**src/hw/rtl/rgbc_pkg.sv**
```systemverilog
// Shared types, widths, register indexes and helper functions of the RGB 5x5 convolution block.
// No dependencies; every other file of the block imports this package.
package rgbc_pkg;

   localparam int POS_W   = 7;
   localparam int CH_W    = 8;
   localparam int PIX_W   = 3 * CH_W;
   localparam int SUM_W   = 14;
   localparam int SHIFT_W = 3;
   localparam int BIAS_W  = 9;
   localparam int CSR_AW  = 2;
   localparam int CSR_DW  = 9;
   localparam int REQ_DW  = 40;
   localparam int RSP_DW  = 24;

   typedef enum logic {
      OP_LOAD   = 1'b0,
      OP_FILTER = 1'b1
   } op_type;

   localparam logic [CSR_AW-1:0] CSR_SCALE_SHIFT = 2'd0;
   localparam logic [CSR_AW-1:0] CSR_OFFSET_BIAS = 2'd1;
   localparam logic [CSR_AW-1:0] CSR_GRAY_MARKER = 2'd2;

   typedef struct packed {
      logic [SHIFT_W-1:0]       scale_shift;
      logic signed [BIAS_W-1:0] offset_bias;
      logic [CH_W-1:0]          gray_marker;
   } cfg_type;

   localparam cfg_type CFG_RESET = '{
      scale_shift: 3'd3,
      offset_bias: 9'sd0,
      gray_marker: 8'd128
   };

   typedef enum logic [1:0] {
      WT_NEG   = 2'b00,
      WT_TWO   = 2'b01,
      WT_EIGHT = 2'b10
   } weight_type;

   function automatic weight_type tap_weight(input logic [2:0] col, input logic [2:0] row);
      weight_type w;
      if (col == 3'd2 && row == 3'd2) begin
         w = WT_EIGHT;
      end else if (col >= 3'd1 && col <= 3'd3 && row >= 3'd1 && row <= 3'd3) begin
         w = WT_TWO;
      end else begin
         w = WT_NEG;
      end
      return w;
   endfunction

   function automatic logic signed [SUM_W-1:0] weighted(input logic [CH_W-1:0] v,
                                                        input weight_type w);
      logic signed [SUM_W-1:0] e;
      logic signed [SUM_W-1:0] r;
      e = $signed(SUM_W'(v));
      unique case (w)
         WT_NEG:   r = -e;
         WT_TWO:   r = e <<< 1;
         WT_EIGHT: r = e <<< 3;
         default:  r = '0;
      endcase
      return r;
   endfunction

endpackage

```
**src/hw/rtl/rgbc_csr.sv**
```systemverilog
// Configuration registers of the RGB 5x5 convolution block: scale shift, bias and gray marker.
// Depends on rgbc_pkg for the register indexes and the cfg_type record.
module rgbc_csr (
   input  logic                      clock,
   input  logic                      reset,
   input  logic                      csr_we,
   input  logic [rgbc_pkg::CSR_AW-1:0] csr_addr,
   input  logic [rgbc_pkg::CSR_DW-1:0] csr_wdata,
   output rgbc_pkg::cfg_type         cfg
);
   import rgbc_pkg::*;

   cfg_type cfg_ff;
   cfg_type cfg_in;

   always_comb begin
      cfg_in = cfg_ff;
      if (csr_we) begin
         unique case (csr_addr)
            CSR_SCALE_SHIFT: cfg_in.scale_shift = csr_wdata[SHIFT_W-1:0];
            CSR_OFFSET_BIAS: cfg_in.offset_bias = $signed(csr_wdata[BIAS_W-1:0]);
            CSR_GRAY_MARKER: cfg_in.gray_marker = csr_wdata[CH_W-1:0];
            default:         cfg_in = cfg_ff;
         endcase
      end
   end

   always_ff @(posedge clock) begin
      if (reset) begin
         cfg_ff <= CFG_RESET;
      end else begin
         cfg_ff <= cfg_in;
      end
   end

   assign cfg = cfg_ff;

endmodule

```
**config.mk**
```make
export PLATFORM = sky130hd
export DESIGN_NAME = rgbc_csr
export DESIGN_NICKNAME = d
export VERILOG_FILES = /design/src/hw/rtl/rgbc_pkg.sv /design/src/hw/rtl/rgbc_csr.sv
export SDC_FILE = /design/constraint.sdc
export NUM_CORES = 1
export LEC_CHECK = 0
export BUFFER_PORTS_ARGS = -buffer_cell sky130_fd_sc_hd__buf_4
export CORE_MARGIN = 2
export CORE_UTILIZATION = 30
export DETAILED_ROUTE_END_ITERATION = 12
export PLACE_DENSITY = 0.59
export SYNTH_ARGS = -nofsm -noshare
export SYNTH_HDL_FRONTEND = slang
export SYNTH_SLANG_ARGS = --single-unit
```
**constraint.sdc**
```tcl
create_clock -name clock -period 0.8 [get_ports clock]
set_input_delay 0.08 -clock clock [delete_from_list [all_inputs] [get_ports clock]]
set_output_delay 0.08 -clock clock [all_outputs]
set_load 0.01 [all_outputs]
```
# After elaboration in Yosys (flattened, before gate mapping)

Index checks and enable logic that the tools add are counted.

$add $sub $neg: 0
Muxes and demuxes: 0
Equality and inequality tests: 2
Multiply operators: 0
Bitwise logic cells: 0
Div/mod/pow operators: 0
Shift operators: 0
Reductions and logical operators: 4
Magnitude comparators: 0

Operators by type and width:

| operator                                                        | count |
|---|---|
| 2-bit AND reduction                                             | 3 |
| 2-bit by 1-bit == test with 1-bit output, second input constant | 1 |
| 2-bit == test, second input constant                            | 1 |
| 2-bit logical NOT                                               | 1 |

Register bits after elaboration: 20
Bits in writable memories: 0
Output and inout bits: 20
Input port bits: 14
Latch bits: 0
Bits in read-only memories: 0
Word-level logic and storage cells: 9
Memories: 0

# Depth between registers and ports, before layout

Depth in word-level cells: 2
Mapped depth: 3
Depth with buffers taken out: 2

# Least setup slack after synthesis

Ideal clock, no wire load.

Kind: in2reg
From: in csr_addr[1] in the netlist's numbering
To: reg cfg_ff (netlist bit cfg[10])
Path slack: 0.119 ns
Stages: 3
Required time: 0.728 ns
Data arrival time: 0.610 ns
Setup time: 0.072 ns
Buffers on the path: 1
Path through: and3b_1 -> buf_2 -> mux2i_1

Cells in the longest elaborated chain, start to end: 2

RTL lines:

| item                                     | line           | RTL |
|---|---|---|
| start, declared                          | rgbc_csr.sv:7  | `input logic [rgbc_pkg::CSR_AW-1:0] csr_addr,` |
| 2-bit by 1-bit == test with 1-bit output | rgbc_csr.sv:19 | `unique case (csr_addr)` |
| 2-bit AND reduction (no source line)     | n/a            |  |
| end signal, assigned                     | rgbc_csr.sv:32 | `cfg_ff <= cfg_in;` |
| end, declared                            | rgbc_csr.sv:13 | `cfg_type cfg_ff;` |

No other way between the ends.
A chain may end at the register's enable or synchronous reset.

# Worst setup path in the final report

From: reg cfg_ff (netlist bit cfg[10])
To: out cfg[10] in the netlist's numbering

RTL lines:

| item          | line          | RTL |
|---|---|---|
| end, declared | rgbc_csr.sv:9 | `output rgbc_pkg::cfg_type cfg` |

No word-level cell between the ends.

==> qor.csv <==
metric,value,unit
synth_area_leaders,"dfxtp_1, mux2i_1, nand2b_1",
worst_pin_slew,282,ps
globalRouteOverflowTotal,0,
antenna_found_initial,0,
synth.top_cell.area_share,47.0,%
skew,0,ps
ys_seq_area_share,47.0,%
final_hold_viol_count,0,
ant_nets,0,
slowest_stage,dfxtp_2,
ir_drop,0.991,mV
min-delay-start,csr_wdata[8],
hold_end,cfg[16],
area_growth,53.0,%
cts-root-buf,clkbuf_4,
max_slew_margin,81.2,%
layout_setup_ws,-47.6,ps
n_antenna_cell,0,
fp.dieArea,3280,µm²
fin_setup_tns,-559,ps
post-route-period-util,106,%
cp_cell_sequence,buf_6,
max_cap_violations,0,
status,"complete, but fails checks",
gp_congestion,0.662,
hold_path.class,primary input to flop,
violations,negative setup slack,
p_per_area,1490,nW/µm²
grt_max_degree,33,
clkTransAtPathRegs,110,ps
cp_num_buf_inv,1,
netlist_area,852,µm²
reg2regPathDepth,3,
final_max_slew_viol_count,0,
crit_type,flop to primary output,
period_needed,848,ps
clk_latency,290,ps
grt_usage,11.5,%
wl,1770,µm
wl_per_cell,11.8,µm
p_leak,0.577,nW
r2r-start,cfg[14],
core,2730,µm²
vias_per_cell,4.51,
ys_ff_latch,20,
clockBufferDepth,2,
grt_pass1_vias,664,
num_vias,677,
drive_gt1_share,52.9,%
dr.pass1.iters,3,
postCtsHoldBufs,0,
largest_reg_flops,20,
dp.cells,143,
yosysUniqueCellTypes,10,
finalNetCount,134,
avgSynthCellArea,10.4,µm²
cts_tree,built,
grt_pass1_wl,2930,µm
dpl.hpwl,1280,µm
rr_endpoint,cfg[14],
synth-warning-count,0,
layout_common_cells,"nand2b_1, mux2i_1, dfxtp_2, buf_6, buf_4",
syn_inst,82,
h-tree-depth,1,
rows,19,
rsz0062_at_grt,true,
instances_no_fill,150,
ios,34,
die_h,57.3,µm
cts-buffers-inserted,3,
port_buffers,33,
fp.dieW,57.3,µm
cpPeakStageDelay,370,ps
critPathArrivalTime,770,ps
cts.sinks,20,
cp_top_family,flip-flops,
reg2reg_slack,90,ps
drc,0,
synth_fp_nets,96,
max_freq,1180,MHz
worstPathMaxFanout,2,
synth_largest_area_cell,dfxtp_1,
finalSetupViolCount,20,
hold_depth,3,
drtIter0Drc,10,
final_common_cell,nand2b_1,
start_kind,flop,
required,720,ps
cp-end-kind,primary output,
floorplan.initialDensity,31.2,%
## logic make-up after synthesis
group | after synthesis | synth area share (%)
buffers and inverters | 5 | 2.50
DFF | 20 | 47.0
and+or+nand+nor | 37 | 27.0
muxes | 20 | 23.5
## worst max path at each step
stage	cells after the start	slack, ps	from	endpoint
finish	1	-50	cfg[10]	cfg[10]
global route	1	-70	cfg[2]	cfg[2]
CTS	1	-60	cfg[10]	cfg[10]
detailed placement	3	-60	csr_addr[0]	cfg[7]
global placement	3	-50	csr_addr[0]	cfg[6]
floorplan	3	120	csr_addr[1]	cfg[10]
## final cells by class
| class | count | area (µm²) |
|---|---|---|
| fillers | 267 | 1430 |
| multi-input cells | 57 | 430 |
| flip-flops and latches | 20 | 425 |
| repair buffers | 38 | 373 |
| well taps | 31 | 38.8 |
| clock buffers | 4 | 36.3 |
## worst register-to-register path, stage by stage (launching register included)
cell      delay [ps]
dfxtp_2          360
buf_4            100
nand2b_1          40
mux2i_1          140
## cell usage after synthesis
master    number
nand2b_1      26
dfxtp_1       20
mux2i_1       20
nor2_1         6
clkbuf_1       3
and3b_1        2
nand3b_1       2
buf_2          1
clkbuf_2       1
nor3b_2        1
## routing by layer
layer | vias up | GRT usage (%) | share of wire [%] | wire, µm
met1 | 314 | 14.9 | 46 | 810
met5 | - | 0 | 0 | 0
met4 | 0 | 3.99 | 0.90 | 16
met2 | 19 | 17.9 | 46 | 809
li1 | 342 | - | - | -
met3 | 2 | 4.08 | 7.6 | 134
## repair_timing
action	4_1_cts	5_1_grt
buffers inserted	1	2
setup endpoints to repair	20	20
pin swaps	0	0
gates resized for setup	40	0
## stage by stage
stage / total power [mW] / util, % / area, µm² / worst slack (ps) / hold WS, ps
after floorplan: 1.20 / - / 852 / 119 / 235
after global placement: 1.34 / 41.9 / 1140 / -50.6 / 349
after detailed placement: 1.34 / 41.9 / 1140 / -62.8 / 360
after CTS: 1.96 / 47.1 / 1290 / -60.0 / 34.9
after global routing: 2.02 / 47.7 / 1300 / -74.8 / 43.6
final: 1.94 / 47.7 / 1300 / -47.6 / 42.4
## power by group
group / internal (mW) / switching (mW) / leakage (nW)
Sequential: 1.04 / 0.0248 / 0.169
Clock: 0.277 / 0.306 / 0.0210
Combinational: 0.180 / 0.112 / 0.387
Total: 1.49 / 0.442 / 0.577
Note: power is estimated with default switching activity, not from simulation.
