### config.mk
export PLATFORM = sky130hd
export DESIGN_NAME = rgbc_post
export DESIGN_NICKNAME = d
export VERILOG_FILES = /design/src/hw/rtl/rgbc_pkg.sv /design/src/hw/rtl/rgbc_post.sv
export SDC_FILE = /design/constraint.sdc
export NUM_CORES = 1
export LEC_CHECK = 0
export BUFFER_PORTS_ARGS = -buffer_cell sky130_fd_sc_hd__buf_2
export CAP_MARGIN = 0
export CORE_MARGIN = 5
export CORE_UTILIZATION = 40
export DETAILED_ROUTE_END_ITERATION = 6
export GPL_ROUTABILITY_DRIVEN = 0
export SETUP_SLACK_MARGIN = 0.2
export SYNTH_ARGS = -nofsm -noshare
export SYNTH_HDL_FRONTEND = slang
export SYNTH_SLANG_ARGS = --single-unit
### constraint.sdc
create_clock -name vclk -period 17.85
set_input_delay 1.785 -clock vclk [all_inputs]
set_output_delay 1.785 -clock vclk [all_outputs]
set_load 0.02 [all_outputs]
### src/hw/rtl/rgbc_pkg.sv
// Shared types, widths, register indexes and helper functions of the RGB 5x5 convolution block.
// No dependencies; every other file of the block imports this package.
package rgbc_pkg;

   localparam int POS_W   = 7;
   localparam int CH_W    = 8;
   localparam int PIX_W   = 3 * CH_W;
   localparam int SUM_W   = 14;
   localparam int SHIFT_W = 3;
   localparam int BIAS_W  = 9;
   localparam int CSR_AW  = 2;
   localparam int CSR_DW  = 9;
   localparam int REQ_DW  = 40;
   localparam int RSP_DW  = 24;

   typedef enum logic {
      OP_LOAD   = 1'b0,
      OP_FILTER = 1'b1
   } op_type;

   localparam logic [CSR_AW-1:0] CSR_SCALE_SHIFT = 2'd0;
   localparam logic [CSR_AW-1:0] CSR_OFFSET_BIAS = 2'd1;
   localparam logic [CSR_AW-1:0] CSR_GRAY_MARKER = 2'd2;

   typedef struct packed {
      logic [SHIFT_W-1:0]       scale_shift;
      logic signed [BIAS_W-1:0] offset_bias;
      logic [CH_W-1:0]          gray_marker;
   } cfg_type;

   localparam cfg_type CFG_RESET = '{
      scale_shift: 3'd3,
      offset_bias: 9'sd0,
      gray_marker: 8'd128
   };

   typedef enum logic [1:0] {
      WT_NEG   = 2'b00,
      WT_TWO   = 2'b01,
      WT_EIGHT = 2'b10
   } weight_type;

   function automatic weight_type tap_weight(input logic [2:0] col, input logic [2:0] row);
      weight_type w;
      if (col == 3'd2 && row == 3'd2) begin
         w = WT_EIGHT;
      end else if (col >= 3'd1 && col <= 3'd3 && row >= 3'd1 && row <= 3'd3) begin
         w = WT_TWO;
      end else begin
         w = WT_NEG;
      end
      return w;
   endfunction

   function automatic logic signed [SUM_W-1:0] weighted(input logic [CH_W-1:0] v,
                                                        input weight_type w);
      logic signed [SUM_W-1:0] e;
      logic signed [SUM_W-1:0] r;
      e = $signed(SUM_W'(v));
      unique case (w)
         WT_NEG:   r = -e;
         WT_TWO:   r = e <<< 1;
         WT_EIGHT: r = e <<< 3;
         default:  r = '0;
      endcase
      return r;
   endfunction

endpackage

### src/hw/rtl/rgbc_post.sv
// Post-processing of one channel sum: shift toward zero, add bias, clamp to 0..255.
// Depends on rgbc_pkg for widths and the cfg_type record.
module rgbc_post (
   input  logic signed [rgbc_pkg::SUM_W-1:0] sum,
   input  rgbc_pkg::cfg_type                 cfg,
   output logic [rgbc_pkg::CH_W-1:0]         chan
);
   import rgbc_pkg::*;

   logic                    neg;
   logic [SUM_W-1:0]        mag;
   logic [SUM_W-1:0]        shifted;
   logic signed [SUM_W:0]   scaled;
   logic signed [SUM_W+1:0] biased;

   always_comb begin
      neg     = sum[SUM_W-1];
      mag     = neg ? SUM_W'(-sum) : SUM_W'(sum);
      shifted = mag >> cfg.scale_shift;
      scaled  = neg ? -$signed({1'b0, shifted}) : $signed({1'b0, shifted});
      biased  = (SUM_W+2)'(scaled) + (SUM_W+2)'(cfg.offset_bias);
      priority if (biased < 0) begin
         chan = '0;
      end else if (biased > (SUM_W+2)'(255)) begin
         chan = '1;
      end else begin
         chan = biased[CH_W-1:0];
      end
   end

endmodule

## Yosys cells after proc, flatten, opt, wreduce, memory -nomap -nowiden

Index checks and enable logic that the tools add are counted.

- Shift operators: 1
- Add/sub/neg operators: 3
- Muxes and demuxes: 4
- Reductions and logical operators: 0
- Equal/unequal tests: 0
- Div/mod/pow operators: 0
- Bitwise logic cells: 0
- Multiply operators: 0
- Magnitude comparators: 2

Operators with widths:

| cell | count |
|---|---|
| 15-bit by 9-bit adder with 16-bit output | 1 |
| 16-bit by 9-bit greater-than comparator with 1-bit output (second input constant) | 1 |
| 16-bit by 1-bit less-than comparator with 1-bit output (second input constant) | 1 |
| 8-bit two-way mux | 2 |
| 15-bit two-way mux | 1 |
| 14-bit negator with 15-bit output | 1 |
| 14-bit two-way mux | 1 |
| 14-bit negator | 1 |
| 14-bit by 3-bit >> shifter with 14-bit output | 1 |

- Input bits: 34
- Bits in writable memories: 0
- Word-level logic and storage cells: 10
- Bits in latches: 0
- Register bits: 0
- Memories kept: 0
- Memory bits (read-only): 0
- Output and inout bits: 8

## Logic depth before layout (Yosys ltp)

Gate-level depths: netlist of run 1.

- Depth after elaboration: 9
- Depth in mapped cells: 24
- Depth with buffers taken out: 24

## Least setup slack after synthesis of run 1

OpenSTA, ideal clock, no wires.

- Path kind: input port to output port
- Start point: input sum[3] (netlist bit)
- End point: output chan[2] (netlist bit)
- Arrival: 6828 ps
- Path buffers: 2
- Required time: 16065 ps
- Cell stages on the path: 24
- Path slack: 9237 ps
- Cell sequence: buf_6 or4_4 buf_6 o31ai_1 xor2_1 mux2i_1 mux2i_1 mux2i_1 inv_1 ha_1 inv_1 nor4_2 nor2_1 xnor2_1 ha_1 a21o_1 nor3_1 o21ai_0 a41oi_1 or3_1 a31oi_1 or2_2 a221oi_1 a31oi_1

- Cells in the longest elaborated chain, start to end: 9
- Elaborated cells on any way between the ends: 10
- Classes of those cells: add/sub: 3; order compare: 2; shift: 1; mux: 4

Ends and longest elaborated chain:

| item | RTL line | source |
|---|---|---|
| start: declaration | rgbc_post.sv:4 | `input logic signed [rgbc_pkg::SUM_W-1:0] sum,` |
| 14-bit negator | rgbc_post.sv:18 | `mag = neg ? SUM_W'(-sum) : SUM_W'(sum);` |
| 14-bit two-way mux (*) | rgbc_post.sv:18 |  |
| 14-bit by 3-bit >> shifter with 14-bit output (*) | rgbc_post.sv:19 | `shifted = mag >> cfg.scale_shift;` |
| 14-bit negator with 15-bit output | rgbc_post.sv:20 | `scaled = neg ? -$signed({1'b0, shifted}) : $signed({1'b0, shifted});` |
| 15-bit two-way mux (*) | rgbc_post.sv:20 |  |
| 15-bit by 9-bit adder with 16-bit output (*) | rgbc_post.sv:21 | `biased = (SUM_W+2)'(scaled) + (SUM_W+2)'(cfg.offset_bias);` |
| 16-bit by 9-bit greater-than comparator with 1-bit output | rgbc_post.sv:24 | `end else if (biased > (SUM_W+2)'(255)) begin` |
| 8-bit two-way mux | rgbc_post.sv:24 |  |
| 8-bit two-way mux (*) | rgbc_post.sv:22 | `priority if (biased < 0) begin` |
| end: declaration | rgbc_post.sv:6 | `output logic [rgbc_pkg::CH_W-1:0] chan` |

Every way passes the cells marked *; elsewhere a longest branch is shown, timed or not.

## Final worst setup path of run 1

- Start point: input sum[5] (netlist bit)
- End point: output chan[2] (netlist bit)

The elaborated chain is that of the path after synthesis.

==> flow_metrics.env, run 1 <==
export IMPL_core_area_um2=5440
export IMPL_synth_cell_area_um2=2200
export IMPL_hold_viol=0
export IMPL_cts_resized_gates=0
export IMPL_worstMarginPinSlew_ns=0.903
export IMPL_yosys_area_top_type="ha_1"
export IMPL_drive_gt1_share_pct=19.0
export IMPL_yosys_area_top_type_share_pct=11.4
export IMPL_die_w_um=84.2
export IMPL_first_iter_violations=84
export IMPL_antenna_left=0
export IMPL_post_cts_setup_buffers=0
export IMPL_ys_types=71
export IMPL_grt_total_usage_pct=15.5
export IMPL_p_sw_uw=63.9
export IMPL_cts_hold_buf=0
export IMPL_critPathKind="input port to output port"
export IMPL_io_pins=42
export IMPL_max_stage_delay_ns=0.79
export IMPL_grt_overflow=0
export IMPL_sw_frac_of_total_pct=59.0
export IMPL_power_density_nw_per_um2=45.4
export IMPL_pwr_share_seq_pct=0
export IMPL_post_drt_wl_per_cell_um=13.9
export IMPL_antenna_cells=0
export IMPL_crit_cells=24
export IMPL_grt_max_degree=27
export IMPL_drt_first_pass_iters=4
export IMPL_synth_cells=308
export IMPL_syn_mean_instance_area_um2=7.15
export IMPL_critPathCaptureType="output port"
export IMPL_routed_wl_mm=5.54
export IMPL_maxSlewViolCount=0
export IMPL_synth_fp_nets=363
export IMPL_relSlewSlack_pct=39.8
export IMPL_outcome="finished clean"
export IMPL_ir_drop_uv=19.6
export IMPL_period_needed_ns=9.50
export IMPL_intPower_uw=44.3
export IMPL_critPathBufInv=4
export IMPL_timing_hold_ws_ns=4.09
export IMPL_rsz0062_at_grt="no"
export IMPL_die_y_um=84.2
export IMPL_max_cap_violations=0
export IMPL_fin_crit_sh_pct=53.2
export IMPL_dp_hpwl_mm=4.51
export IMPL_nClkBuffers=0
export IMPL_critPathMaxFanout=8
export IMPL_port_buffers=34
export IMPL_clockPowerShare_pct=0
export IMPL_fin_setup_tns_ns=0
export IMPL_cpMostUsedCell="mux2i_1"
export IMPL_seqCellArea_um2=0
export IMPL_worstPathArrival_ns=7.72
export IMPL_cp_required_ns=16.06
export IMPL_critPathLaunchType="input port"
export IMPL_grt_first_pass_wirelength_mm=9.92
export IMPL_path_delay_family="compound AO/OA/AOI/OAI gates"
export IMPL_synthTopCellsByArea="ha_1, mux2i_1, xor2_1"
export IMPL_grt_pass1_vias=2161
export IMPL_rows=27
export IMPL_fmax_ghz=0.105
export IMPL_hold_class="input port to output port"
export IMPL_seq_area_frac_synth_pct=0
export IMPL_crit_start="sum[5]"
export IMPL_yosys_warnings=0
export IMPL_final_core_util_pct=43.8
export IMPL_endpoint="chan[2]"
export IMPL_design_die_area_um2=7090
export IMPL_vias=2297
export IMPL_vias_per_cell=5.77
export IMPL_areaGrowthSynthToFinish_pct=8.30
export IMPL_finalSetupViolCount=0
export IMPL_p_leak_nw=1.00
export IMPL_nFillCells=581
export IMPL_drc=0
export IMPL_start_util_pct=40.5
export IMPL_antenna_found_initial=0
export IMPL_flops_and_latches=0
export IMPL_combinationalPowerShare_pct=100.0
export IMPL_nets=383
export IMPL_crit_slowest_cell="a221oi_1"
export IMPL_crit_chain="buf_2 > or4_4 > o31ai_1 > xor2_1 > mux2i_1 > mux2i_1 > mux2i_1 > inv_1 > ha_1 > inv_1 > nor4_2 > nor2_1 > xnor2_1 > ha_1 > a21o_1 > nor3_1 > o21ai_0 > a41oi_1 > or3_1 > a31oi_1 > or2_2 > a221oi_1 > a31oi_1 > buf_2"
[stage by stage]
| step | setup slack (ns) | instances | cell area [µm²] | power, mW |
|---|---|---|---|---|
| floorplan | 9.24 | 308 | 2200 | 0.0861 |
| global placement | 8.41 | 398 | 2380 | 0.107 |
| detailed placement | 8.31 | 398 | 2380 | 0.108 |
| CTS | 8.28 | 398 | 2380 | 0.109 |
| global route | 7.64 | 398 | 2380 | 0.123 |
| finish | 8.35 | 398 | 2380 | 0.108 |
[logic make-up (layout without fill, tap and decap cells)]
family | count (synthesis) | in the layout | synth area share [%]
compound gates | 108 | 108 | 35.1
simple gates | 89 | 89 | 21.9
buf+inv | 39 | 57 | 7.45
xor+xnor | 27 | 27 | 10.7
mux | 24 | 24 | 12.5
fa+ha+maj | 21 | 21 | 12.3
[worst min path at each step]
| stage | start | to | slack (ns) | cells past startpoint |
|---|---|---|---|---|
| 2_1_floorplan | cfg[9] | chan[1] | 3.96 | 3 |
| 3_3_place_gp | cfg[8] | chan[0] | 4.10 | 5 |
| 3_5_place_dp | cfg[8] | chan[0] | 4.10 | 5 |
| 4_1_cts | cfg[8] | chan[0] | 4.10 | 5 |
| 5_1_grt | cfg[8] | chan[0] | 4.14 | 5 |
| 6_report | cfg[8] | chan[0] | 4.09 | 5 |
[power by group through the flow]
stage          Sequential (mW)  Combinational (mW)  Clock (mW)
2_1_floorplan                0              0.0861           0
3_3_place_gp                 0               0.107           0
3_5_place_dp                 0               0.108           0
4_1_cts                      0               0.109           0
5_1_grt                      0               0.123           0
6_report                     0               0.108           0
[tightest hold or removal path, stage by stage]
cell	delay (ns)
buf_2	0.08
ha_1	0.13
inv_1	0.04
a31oi_1	0.10
buf_2	0.17
[per-layer routing]
metal | part of all wire (%) | up-vias | track usage [%]
met2 | 47 | 48 | 27.0
met1 | 49 | 1033 | 21.9
met5 | 0 | - | 0
met3 | 4.2 | 2 | 0.785
li1 | - | 1214 | -
met4 | 0.18 | 0 | 0.877
[Yosys cell counts (all sizes together), types with 5 or more instances]
cell    number
a21oi       22
inv         22
ha          20
nor2        20
nand2       18
mux2i       17
o21ai       16
xor2        15
a31oi       13
xnor2       12
clkbuf      11
nor3        10
or2          9
a21o         7
o31ai        7
nand3        6
buf          5
mux2         5
nor4         5
[cell type report]
type | count | area, µm² | share of cell area (%)
inverters | 23 | 86.3 | 3.62
multi-input cells | 269 | 2040 | 85.5
well taps | 72 | 90.1 | 3.78
repair buffers | 34 | 170 | 7.14
[cell usage in the layout, fill, tap and decap left out, types with 4 or more instances in the layout]
cell type	Yosys	layout
a21o_1	7	7
a21oi_1	22	22
a31oi_1	13	13
buf_2	2	34
ha_1	20	20
inv_1	20	20
mux2_2	5	5
mux2i_1	16	16
nand2_1	18	18
nand3_1	6	6
nor2_1	20	20
nor3_1	10	10
o211ai_1	4	4
o21ai_0	16	16
o31ai_1	6	6
o41ai_1	4	4
or2_2	5	5
or3_1	4	4
xnor2_1	12	12
xor2_1	15	15
No activity file was read; power rests on OpenSTA's default activity.
==> inputs of run 2 (changes only) <==
ABC_AREA = 1   (was unset)
clock period = 9.9 ns   (was 17.85 ns; I/O delays follow)
==> flow_metrics.env, run 2 <==
export IMPL_worstPathArrival_ns=5.39
export IMPL_ir_drop_uv=47.0
export IMPL_power_density_nw_per_um2=81.2
export IMPL_design_die_area_um2=7740
export IMPL_vias_per_cell=5.04
export IMPL_fin_crit_sh_pct=64.5
export IMPL_critPathLaunchType="input port"
export IMPL_synth_cell_area_um2=2430
export IMPL_fmax_ghz=0.157
export IMPL_syn_mean_instance_area_um2=5.29
export IMPL_fin_setup_tns_ns=0
export IMPL_p_leak_nw=1.50
export IMPL_ys_types=37
export IMPL_grt_first_pass_wirelength_mm=11.0
export IMPL_seqCellArea_um2=0
export IMPL_grt_pass1_vias=2542
export IMPL_yosysMostFrequentCell="nand2_1"
export IMPL_synth_cells=460
export IMPL_worstMarginPinSlew_ns=0.695
export IMPL_areaGrowthSynthToFinish_pct=8.23
export IMPL_max_cap_violations=0
export IMPL_rows=28
export IMPL_nClkBuffers=0
export IMPL_outcome="finished clean"
export IMPL_die_w_um=88.0
export IMPL_vias=2806
export IMPL_grt_max_degree=39
export IMPL_synth_fp_nets=515
export IMPL_nets=539
export IMPL_grt_total_usage_pct=16.7
export IMPL_routed_wl_mm=6.15
export IMPL_start_util_pct=41.1
export IMPL_yosys_area_top_type_share_pct=22.1
export IMPL_first_iter_violations=80
export IMPL_timing_hold_ws_ns=2.50
export IMPL_dp_hpwl_mm=5.31
export IMPL_yosys_area_top_type="nand2_1"
export IMPL_drt_first_pass_iters=4
export IMPL_rsz0062_at_grt="no"
export IMPL_relSlewSlack_pct=53.6
export IMPL_antenna_cells=0
export IMPL_seq_area_frac_synth_pct=0
export IMPL_yosys_warnings=0
export IMPL_maxSlewViolCount=0
export IMPL_antenna_left=0
export IMPL_cp_required_ns=8.91
export IMPL_port_buffers=34
export IMPL_grt_overflow=0
export IMPL_drive_gt1_share_pct=17.6
export IMPL_post_cts_setup_buffers=0
export IMPL_critPathKind="input port to output port"
export IMPL_period_needed_ns=6.38
export IMPL_synth_common_cells="nand2_1, nand3_1, inv_1, nor2_1, ha_1"
export IMPL_synthTopCellsByArea="nand2_1, nand3_1, ha_1"
export IMPL_flops_and_latches=0
export IMPL_post_drt_wl_per_cell_um=11.0
export IMPL_holdPathStages=7
export IMPL_drc=0
export IMPL_power_uw=214
export IMPL_layout_cells_most_common="nand2_1"
export IMPL_mostFrequentLayoutCells="nand2_1, nand3_1, inv_1"
export IMPL_die_y_um=88.0
export IMPL_hold_viol=0
export IMPL_cts_hold_buf=0
export IMPL_cts_resized_gates=0
export IMPL_io_pins=42
export IMPL_critPathCaptureType="output port"
export IMPL_hold_class="input port to output port"
export IMPL_critPathMaxFanout=38
export IMPL_core_area_um2=5920
export IMPL_finalSetupViolCount=0
export IMPL_antenna_found_initial=0
## run 2: logic make-up after synthesis
family | synth area share, %
and+or+nand+nor | 61.7
buffers and inverters | 12.0
AOI/OAI and AO/OA | 9.47
adders and majority gates | 11.1
xor gates and xnor gates | 5.71
## run 2: cell type report
cell class         count  area, µm²
repair buffers        34        170
fillers              688       3290
well taps             75       93.8
multi-input cells    387       2140
inverters             61        229
## run 2: where the power goes
group	total (mW)	switching [mW]	internal [mW]
Clock	0	0	0
Sequential	0	0	0
Combinational	0.214	0.138	0.0759
Total	0.214	0.138	0.0759
## run 2: worst paths after layout
check / startpoint / to / slack [ns]
max: sum[13] / chan[2] / 3.52
min: cfg[8] / chan[0] / 2.50
## run 2: layer usage
| layer | share of wire [%] | vias to the layer above | GRT usage [%] |
|---|---|---|---|
| met5 | 0 | - | 0 |
| met4 | 1.8 | 0 | 2.51 |
| met3 | 3.7 | 8 | 0.188 |
| met2 | 48 | 56 | 32.1 |
| met1 | 46 | 1191 | 20.9 |
| li1 | - | 1551 | - |
## run 2: stage by stage
step | utilization, % | worst slack [ns] | area (µm²) | instances
floorplan | - | 4.72 | 2430 | 460
global placement | 44.5 | 3.67 | 2630 | 557
detailed placement | 44.5 | 3.56 | 2630 | 557
CTS | 44.5 | 3.55 | 2630 | 557
global route | 44.5 | 3.06 | 2630 | 557
finish | 44.5 | 3.52 | 2630 | 557
## run 2: worst max-delay path, cell delays in order
cell       delay, ns
buf_2           0.54
inv_1           0.36
nor2_1          0.20
xor2_1          0.16
inv_1           0.06
o21ai_0         0.15
nand2_1         0.07
nand2_1         0.07
nand2_2         0.10
ha_1            0.21
nand2_1         0.11
nor2_1          0.07
nand3_1         0.13
nand2_1         0.07
nand2_1         0.08
nand2_1         0.07
ha_1            0.40
nand2_1         0.13
nor4_1          0.31
nand2_1         0.11
o2111ai_1       0.12
nor2_1          0.08
nor3_2          0.39
nand3_1         0.13
nand2_1         0.08
inv_1           0.04
buf_2           0.15
==> inputs of run 3 (changes only) <==
ABC_AREA = 0   (was 1)
clock period = 5.14 ns   (was 9.9 ns; I/O delays follow)
==> flow_metrics.env, run 3 (synthesis gave the netlist of run 1 again) <==
export IMPL_outcome="finished with violations"
export IMPL_violations="negative setup slack"
export IMPL_rows=27
export IMPL_grt_util_met1_pct=22.6
export IMPL_port_buffers=34
export IMPL_critPathMaxFanout=8
export IMPL_power_uw=634
export IMPL_grt_met3_usage_pct=1.47
export IMPL_layout_cells_most_common="buf_4"
export IMPL_fin_ws_ns=-0.660
export IMPL_io_pins=42
export IMPL_fmax_ghz=0.172
export IMPL_timing_hold_ws_ns=1.59
export IMPL_worstMarginPinSlew_ns=0.421
export IMPL_period_needed_ns=5.80
export IMPL_antenna_cells=0
export IMPL_mostFrequentLayoutCells="buf_4, buf_2, nor2_1"
export IMPL_worstPathArrival_ns=5.29
export IMPL_grt_max_degree=14
export IMPL_grt_first_pass_wirelength_mm=12.4
export IMPL_ir_drop_uv=103
export IMPL_grt_total_usage_pct=19.6
export IMPL_nets=513
export IMPL_cts_hold_buf=0
export IMPL_fin_crit_sh_pct=113
export IMPL_critPathLaunchType="input port"
export IMPL_cp_required_ns=4.63
export IMPL_grt_pass1_vias=2905
export IMPL_core_area_um2=5440
export IMPL_seqCellArea_um2=0
export IMPL_nFillCells=446
export IMPL_flops_and_latches=0
export IMPL_grt_overflow=0
export IMPL_areaGrowthSynthToFinish_pct=72.1
export IMPL_first_iter_violations=93
export IMPL_grt_busiest_layer="met2"
export IMPL_drc=0
export IMPL_vias=2906
export IMPL_use_met2_pct=39.5
export IMPL_power_density_nw_per_um2=167
export IMPL_antenna_found_initial=0
export IMPL_relSlewSlack_pct=71.5
export IMPL_nClkBuffers=0
export IMPL_routed_wl_mm=7.59
export IMPL_hold_viol=0
export IMPL_post_drt_wl_per_cell_um=14.4
export IMPL_rsz0062_at_grt="yes"
export IMPL_finalSetupViolCount=8
export IMPL_critPathCaptureType="output port"
export IMPL_die_y_um=84.2
export IMPL_antenna_left=0
export IMPL_start_util_pct=40.5
export IMPL_drt_first_pass_iters=5
export IMPL_dp_hpwl_mm=5.95
export IMPL_critPathKind="input port to output port"
export IMPL_design_die_area_um2=7090
export IMPL_vias_per_cell=5.50
export IMPL_hold_class="input port to output port"
export IMPL_max_cap_violations=0
export IMPL_p_leak_nw=1.72
export IMPL_maxSlewViolCount=0
export IMPL_drive_gt1_share_pct=52.6
export IMPL_die_w_um=84.2
==> run 3: critical path, stage by stage <==
cell	delay, ns
buf_6	0.10
or4_4	0.57
buf_4	0.16
buf_4	0.13
nor3_1	0.23
o21ai_1	0.12
nand3_2	0.13
nor2_1	0.06
o221a_2	0.34
or2_1	0.27
buf_4	0.14
o21ai_1	0.15
xnor2_1	0.16
ha_1	0.29
inv_1	0.09
a21oi_1	0.07
or4_4	0.52
a21oi_4	0.15
o211ai_1	0.13
a21o_1	0.22
a221oi_4	0.29
buf_12	0.17
a31oi_1	0.08
buf_2	0.17
==> run 3: cell type report <==
| class | count | area (µm²) | share of cell area (%) |
|---|---|---|---|
| Inverter | 23 | 91.3 | 2.41 |
| Tap cell | 72 | 90.1 | 2.38 |
| Timing Repair Buffer | 164 | 1220 | 32.1 |
| Multi-Input combinational cell | 269 | 2390 | 63.1 |
==> run 3: what timing repair did <==
action,in CTS,in global routing
setup endpoints to repair,8,8
pin swaps,21,37
buffers inserted,9,7
gates resized for setup,31,43
==> run 3: stage by stage <==
step	setup TNS (ns)	instance area (µm²)	utilization, %	worst slack [ns]	cells
global placement	-5.07	3340	61.4	-0.637	512
global route	-6.75	3790	69.7	-0.863	528
CTS	-4.21	3540	65.0	-0.535	521
floorplan	-3.15	2290	-	-0.420	308
finish	-5.15	3790	69.7	-0.660	528
detailed placement	-5.66	3340	61.4	-0.716	512
==> run 3: power by group <==
group	internal, mW	total [mW]	leakage, nW	switching, mW
Sequential	0	0	0	0
Clock	0	0	0	0
Combinational	0.317	0.634	1.72	0.316
==> run 3: path summary, 6_finish.rpt <==
check,slack (ns),start,to,cells past startpoint
worst max-delay path,-0.66,sum[4],chan[7],24
worst min-delay path,1.59,cfg[8],chan[0],5
==> run 3: routing by layer <==
metal / up-vias / part of all wire, %
met4: 0 / 1.8
met5: - / 0
met2: 76 / 53
met1: 1336 / 41
met3: 18 / 4.2
li1: 1476 / -
